<file path="config.mk">
export PLATFORM = sky130hd
export DESIGN_NAME = nnsl_ctrl
export DESIGN_NICKNAME = d
export VERILOG_FILES = /design/src/hw/rtl/nnsl_pkg.sv /design/src/hw/rtl/nnsl_ctrl.sv
export SDC_FILE = /design/constraint.sdc
export NUM_CORES = 1
export LEC_CHECK = 0
export BUFFER_PORTS_ARGS = -buffer_cell sky130_fd_sc_hd__buf_2
export CORE_MARGIN = 10
export CORE_UTILIZATION = 28
export DETAILED_ROUTE_END_ITERATION = 10
export PLACE_DENSITY_LB_ADDON = 0.15
export SETUP_SLACK_MARGIN = 0.02
export SLEW_MARGIN = 20
export SYNTH_ARGS = -nofsm -noshare
export SYNTH_HDL_FRONTEND = slang
export SYNTH_SLANG_ARGS = --single-unit
</file>
<file path="constraint.sdc">
create_clock -name clock -period 1.6 [get_ports clock]
set_input_delay 0.4 -clock clock [delete_from_list [all_inputs] [get_ports clock]]
set_output_delay 0.4 -clock clock [all_outputs]
set_load 0.05 [all_outputs]
</file>
<file path="src/hw/rtl/nnsl_pkg.sv">
// ----------------------------------------------------------------------------
// nnsl_pkg
// Shared constants, codes and controller/datapath interface types for the
// nearest node snap lookup.
// ----------------------------------------------------------------------------
package nnsl_pkg;

   localparam int MAX_POINTS_DEF = 256;
   localparam int MAX_IDS_DEF    = 256;
   localparam int FRAC_BITS      = 8;

   localparam int COORD_W  = 24;
   localparam int ID_W     = 8;
   localparam int TAG_W    = 16;
   localparam int RADIUS_W = 23;
   localparam int MAG_W    = 24;
   localparam int SQ_W     = 2 * MAG_W;
   localparam int DIST_W   = SQ_W + 1;
   localparam int R2_W     = 2 * RADIUS_W;
   localparam int PT_W     = 2 * COORD_W + ID_W;
   localparam int OWN_W    = ID_W + 1;

   localparam int CSR_AW = 3;
   localparam int CSR_DW = 32;

   // half a unit in fixed point
   localparam logic [RADIUS_W-1:0] SNAP_RESET = RADIUS_W'((1 << FRAC_BITS) >> 1);

   // register index, taken from the word address bits of the csr port
   localparam logic [CSR_AW-3:0] CSR_IDX_RADIUS = '0;

   typedef enum logic [1:0] {
      REQ_CLEAR       = 2'd0,
      REQ_LOAD_NODE   = 2'd1,
      REQ_LOAD_MEMBER = 2'd2,
      REQ_QUERY       = 2'd3
   } nnsl_req_type;

   typedef enum logic [1:0] {
      STS_DONE  = 2'd0,
      STS_MATCH = 2'd1,
      STS_MISS  = 2'd2,
      STS_ERROR = 2'd3
   } nnsl_status_type;

   typedef enum logic [3:0] {
      ST_INIT,
      ST_IDLE,
      ST_SWEEP,
      ST_LOAD,
      ST_MEMBER_RD,
      ST_MEMBER_WR,
      ST_SCAN,
      ST_DRAIN,
      ST_LOOKUP,
      ST_RESPOND
   } nnsl_state_type;

   typedef struct packed {
      logic capture;
      logic idx_clear;
      logic idx_inc;
      logic count_clear;
      logic pt_write;
      logic own_sweep;
      logic own_member_rd;
      logic own_member_wr;
      logic scan_issue;
      logic own_lookup_rd;
      logic rsp_load;
   } nnsl_cmd_type;

   typedef struct packed {
      logic err;
      logic owner_hit;
      logic count_zero;
      logic last_pt;
      logic last_id;
      logic pipe_busy;
      logic rsp_free;
   } nnsl_stat_type;

endpackage

</file>
<file path="src/hw/rtl/nnsl_ctrl.sv">
// ----------------------------------------------------------------------------
// nnsl_ctrl
// Sequencer for the snap lookup: request decode, table sweeps, point scan,
// group lookup and result hand-off.
// ----------------------------------------------------------------------------
module nnsl_ctrl
   import nnsl_pkg::*;
(
   input  logic          clock,
   input  logic          reset,
   input  logic          req_valid,
   input  logic [1:0]    req_type,
   output logic          req_ready,
   input  nnsl_stat_type stat,
   output nnsl_cmd_type  cmd
);

   nnsl_state_type state_ff, state_in;
   nnsl_req_type   req_kind;

   assign req_kind = nnsl_req_type'(req_type);

   always_ff @(posedge clock) begin
      if (reset) begin
         state_ff <= ST_INIT;
      end else begin
         state_ff <= state_in;
      end
   end

   always_comb begin
      state_in = state_ff;
      unique case (state_ff)
         ST_INIT: begin
            if (stat.last_id) state_in = ST_IDLE;
         end
         ST_IDLE: begin
            if (req_valid) begin
               unique case (req_kind)
                  REQ_CLEAR:       state_in = ST_SWEEP;
                  REQ_LOAD_NODE:   state_in = ST_LOAD;
                  REQ_LOAD_MEMBER: state_in = ST_MEMBER_RD;
                  REQ_QUERY:       state_in = stat.count_zero ? ST_RESPOND : ST_SCAN;
               endcase
            end
         end
         ST_SWEEP: begin
            if (stat.last_id) state_in = ST_RESPOND;
         end
         ST_LOAD:      state_in = ST_RESPOND;
         ST_MEMBER_RD: state_in = ST_MEMBER_WR;
         ST_MEMBER_WR: state_in = ST_RESPOND;
         ST_SCAN: begin
            if (stat.last_pt) state_in = ST_DRAIN;
         end
         ST_DRAIN: begin
            if (!stat.pipe_busy) state_in = ST_LOOKUP;
         end
         ST_LOOKUP:    state_in = ST_RESPOND;
         ST_RESPOND: begin
            if (stat.rsp_free) state_in = ST_IDLE;
         end
         default:      state_in = ST_INIT;
      endcase
   end

   always_comb begin
      cmd       = '0;
      req_ready = 1'b0;
      unique case (state_ff)
         ST_INIT, ST_SWEEP: begin
            cmd.own_sweep = 1'b1;
            cmd.idx_inc   = 1'b1;
         end
         ST_IDLE: begin
            req_ready       = 1'b1;
            cmd.capture     = req_valid;
            cmd.idx_clear   = req_valid;
            cmd.count_clear = req_valid && (req_kind == REQ_CLEAR);
         end
         ST_LOAD: begin
            cmd.pt_write = !stat.err;
         end
         ST_MEMBER_RD: begin
            cmd.own_member_rd = 1'b1;
         end
         ST_MEMBER_WR: begin
            // first membership wins
            cmd.own_member_wr = !stat.err && !stat.owner_hit;
         end
         ST_SCAN: begin
            cmd.scan_issue = 1'b1;
            cmd.idx_inc    = 1'b1;
         end
         ST_DRAIN: begin
         end
         ST_LOOKUP: begin
            cmd.own_lookup_rd = 1'b1;
         end
         ST_RESPOND: begin
            cmd.rsp_load = stat.rsp_free;
         end
         default: begin
         end
      endcase
   end

endmodule

</file>
==> flow_metrics.env <==
export IMPL_hp_class="in -> reg"
export IMPL_drtPass1Iterations=4
export IMPL_leakage_uw=0.000400
export IMPL_rr_worst_depth=5
export IMPL_wl_per_cell_um=14.2
export IMPL_timing_rr_end="state_ff[0]"
export IMPL_maxSlewViolCount=0
export IMPL_synth_top_flop_cell="dfxtp_1"
export IMPL_outcome="finished, violations left"
export IMPL_die_x_um=59.5
export IMPL_cts_root_buf="clkbuf_4"
export IMPL_start_kind="register"
export IMPL_syn_area_um2=438
export IMPL_initial_utilization_pct=29.4
export IMPL_max_slew_margin_rel_pct=74.1
export IMPL_fin_crit_ns=2.06
export IMPL_path_cells="or4b_4 > inv_8 > and2_4 > nor3b_4 > buf_6"
export IMPL_wl_met2_um=802
export IMPL_regMostFlops="state_ff"
export IMPL_drcViolationCount=0
export IMPL_cts_buffers=3
export IMPL_synth_edf_count=0
export IMPL_die_height_um=59.5
export IMPL_total_power_uw=1480
export IMPL_core_area_um2=1490
export IMPL_synth_seq_cells=4
export IMPL_cts_tree="done"
export IMPL_synthDistinctLibCells=33
export IMPL_reg2reg_from="state_ff[1]"
export IMPL_slowest_stage="or4b_4"
export IMPL_crit_fanout=2
export IMPL_dp_cells=101
export IMPL_cts_sinks=4
export IMPL_setup_viol=12
export IMPL_crit_family="simple AND/OR/NAND/NOR gates"
export IMPL_clk_pin_slew_ns=0.04
export IMPL_timing_fmax_mhz=484
export IMPL_startpoint="state_ff[1]"
export IMPL_end_kind="output port"
export IMPL_highest_signal_layer="met4"
export IMPL_grt_pass1_vias=492
export IMPL_worst_path_stages=5
export IMPL_cts_max_level=1
export IMPL_reg_largest_list="state_ff x4"
export IMPL_fin_worst_skew_ns=0.000432
export IMPL_final_nets=111
export IMPL_rrSetupSlack_ns=-0.16
export IMPL_stdcell_count=113
export IMPL_synth_seq_area_share_pct=18.3
export IMPL_endpoint="cmd[7]"
export IMPL_die_area_um2=3550
export IMPL_largest_reg_flops=4
export IMPL_hpwlAfterDp_um=1140
export IMPL_ys_warn_count=0
export IMPL_required_ns=1.20
export IMPL_grt_pass1_wl_um=2190
export IMPL_cp_arrival_ns=1.66
export IMPL_portBuffers=23
export IMPL_grt_usage_pct=8.05
export IMPL_avgSynthCellArea_um2=7.55
export IMPL_area_growth_pct=117
export IMPL_grt_max_degree=15
export IMPL_wl_met3_um=140
export IMPL_vias=580
export IMPL_p_per_area_nw_per_um2=1560
export IMPL_m1WireLength_um=644
export IMPL_worstMarginPinSlew_ns=0.378
export IMPL_grt_overflow=0
export IMPL_maxCapViolCount=0
export IMPL_ir_drop_v=0.000917
export IMPL_fin_crit_sh_pct=129
export IMPL_antenna_found_initial=0
export IMPL_syn_inst=58
export IMPL_clk_path_buf_depth=2
export IMPL_antenna_cells=0
export IMPL_num_io_pins=24
export IMPL_drive_gt1_share_pct=67.0
export IMPL_rsz0062_at_grt="yes"
export IMPL_violations="negative setup slack"
export IMPL_path_class="reg -> out"
export IMPL_syn_nets=70
export IMPL_clock_latency_ns=0.23
export IMPL_rows=14
export IMPL_via_per_inst=5.13
export IMPL_drtAntennaViolNets=0
export IMPL_critPathBufInv=2
export IMPL_hold_buffers=0
export IMPL_final_hold_viol_count=0
export IMPL_drt_iter0_markers=9
export IMPL_wl_um=1600
export IMPL_async_flop_share_pct=0
export IMPL_globalplace_congestion=0.820
export IMPL_setup_slack_ns=-0.464
export IMPL_max_stage_delay_ns=0.57
what timing repair did:
action,in CTS,in global routing
resized for setup,26,19
buffers inserted,0,9
pin swaps,1,5
setup endpoints to repair,16,16
cell families (layout without fill, tap and decap cells):
kind of cell	after synthesis	after routing	synth area share [%]
flip-flops	4	4	18.3
multiplexers	2	2	5.71
AO/OA/AOI/OAI	14	14	26.3
AND/OR/NAND/NOR	32	32	43.7
buffers and inverters	6	45	6.00
report_power, final:
group | leakage (µW) | internal (µW) | switching [µW] | total [µW]
logic | 0.000352 | 566 | 642 | 1210
registers | 0.0000341 | 129 | 18.4 | 147
clock network | 0.0000138 | 83.9 | 40.6 | 124
total | 0.000400 | 778 | 701 | 1480
per-stage QoR:
stage               util, %  hold slack, ns  setup slack [ns]  TNS [ns]  cell area, µm²
finish                 63.8           0.427            -0.464     -2.22             950
global placement       47.6           0.659            -0.278    -0.826             708
floorplan                 -           0.465            -0.614     -1.63             553
global route           63.8           0.438            -0.499     -2.86             950
detailed placement     47.6           0.656            -0.295    -0.886             708
CTS                    54.7           0.411            -0.461     -2.13             815
cell usage in the layout, fill, tap and decap left out, types with 2 or more instances in the layout:
cell	Yosys	final
nand2_1	5	3
nor2b_1	4	4
buf_2	0	11
a211o_1	2	2
buf_8	0	5
nand2b_1	5	3
a31oi_1	2	2
a21oi_1	4	4
nor2_2	0	2
buf_4	1	12
clkbuf_4	0	3
buf_6	0	11
dfxtp_2	0	3
nand2_2	0	2
nor3_4	0	3
nand2b_4	0	2
cells in the mapped netlist, drive strengths merged (2+ instances only):
| master | count | share of area [%] |
|---|---|---|
| buf | 2 | 2.6 |
| nor2 | 3 | 2.6 |
| or2 | 2 | 2.9 |
| a211o | 2 | 4.0 |
| a21oi | 4 | 4.6 |
| nand2b | 5 | 7.1 |
| nand2 | 5 | 4.3 |
| nor2b | 4 | 5.7 |
| nor3 | 4 | 4.6 |
| dfxtp | 4 | 18 |
| clkbuf | 2 | 1.7 |
| inv | 2 | 1.7 |
| a31oi | 2 | 2.9 |
worst register-to-register path: cells and delay by family, from the launching register on:
kind                   cells  cell delay (ns)
muxes                      1             0.27
DFF                        1             0.31
and+or+nand+nor            1             0.57
buffers and inverters      1             0.18
AOI/OAI and AO/OA          2             0.32
worst min-delay path by stage:
stage	start	end	slack, ns	depth (start not counted)
6_report	reset	state_ff[3]	0.43	2
5_1_grt	reset	state_ff[3]	0.44	2
4_1_cts	reset	state_ff[3]	0.41	2
3_5_place_dp	reset	state_ff[3]	0.66	2
3_3_place_gp	reset	state_ff[3]	0.66	2
2_1_floorplan	reset	state_ff[3]	0.47	1
layout make-up:
class	instances	area (µm²)
clock buffers	3	22.5
fillers	121	539
inverters	2	15.0
multi-input cells	48	444
flip-flops and latches	4	83.8
well taps	16	20.0
repair buffers	40	364
routing by layer:
layer / GRT usage (%) / vias to the layer above
li1: - / 291
met1: 9.00 / 268
met2: 11.7 / 19
met3: 4.94 / 2
met4: 3.85 / 0
met5: 0 / -
Note: power is estimated with default switching activity, not from simulation.
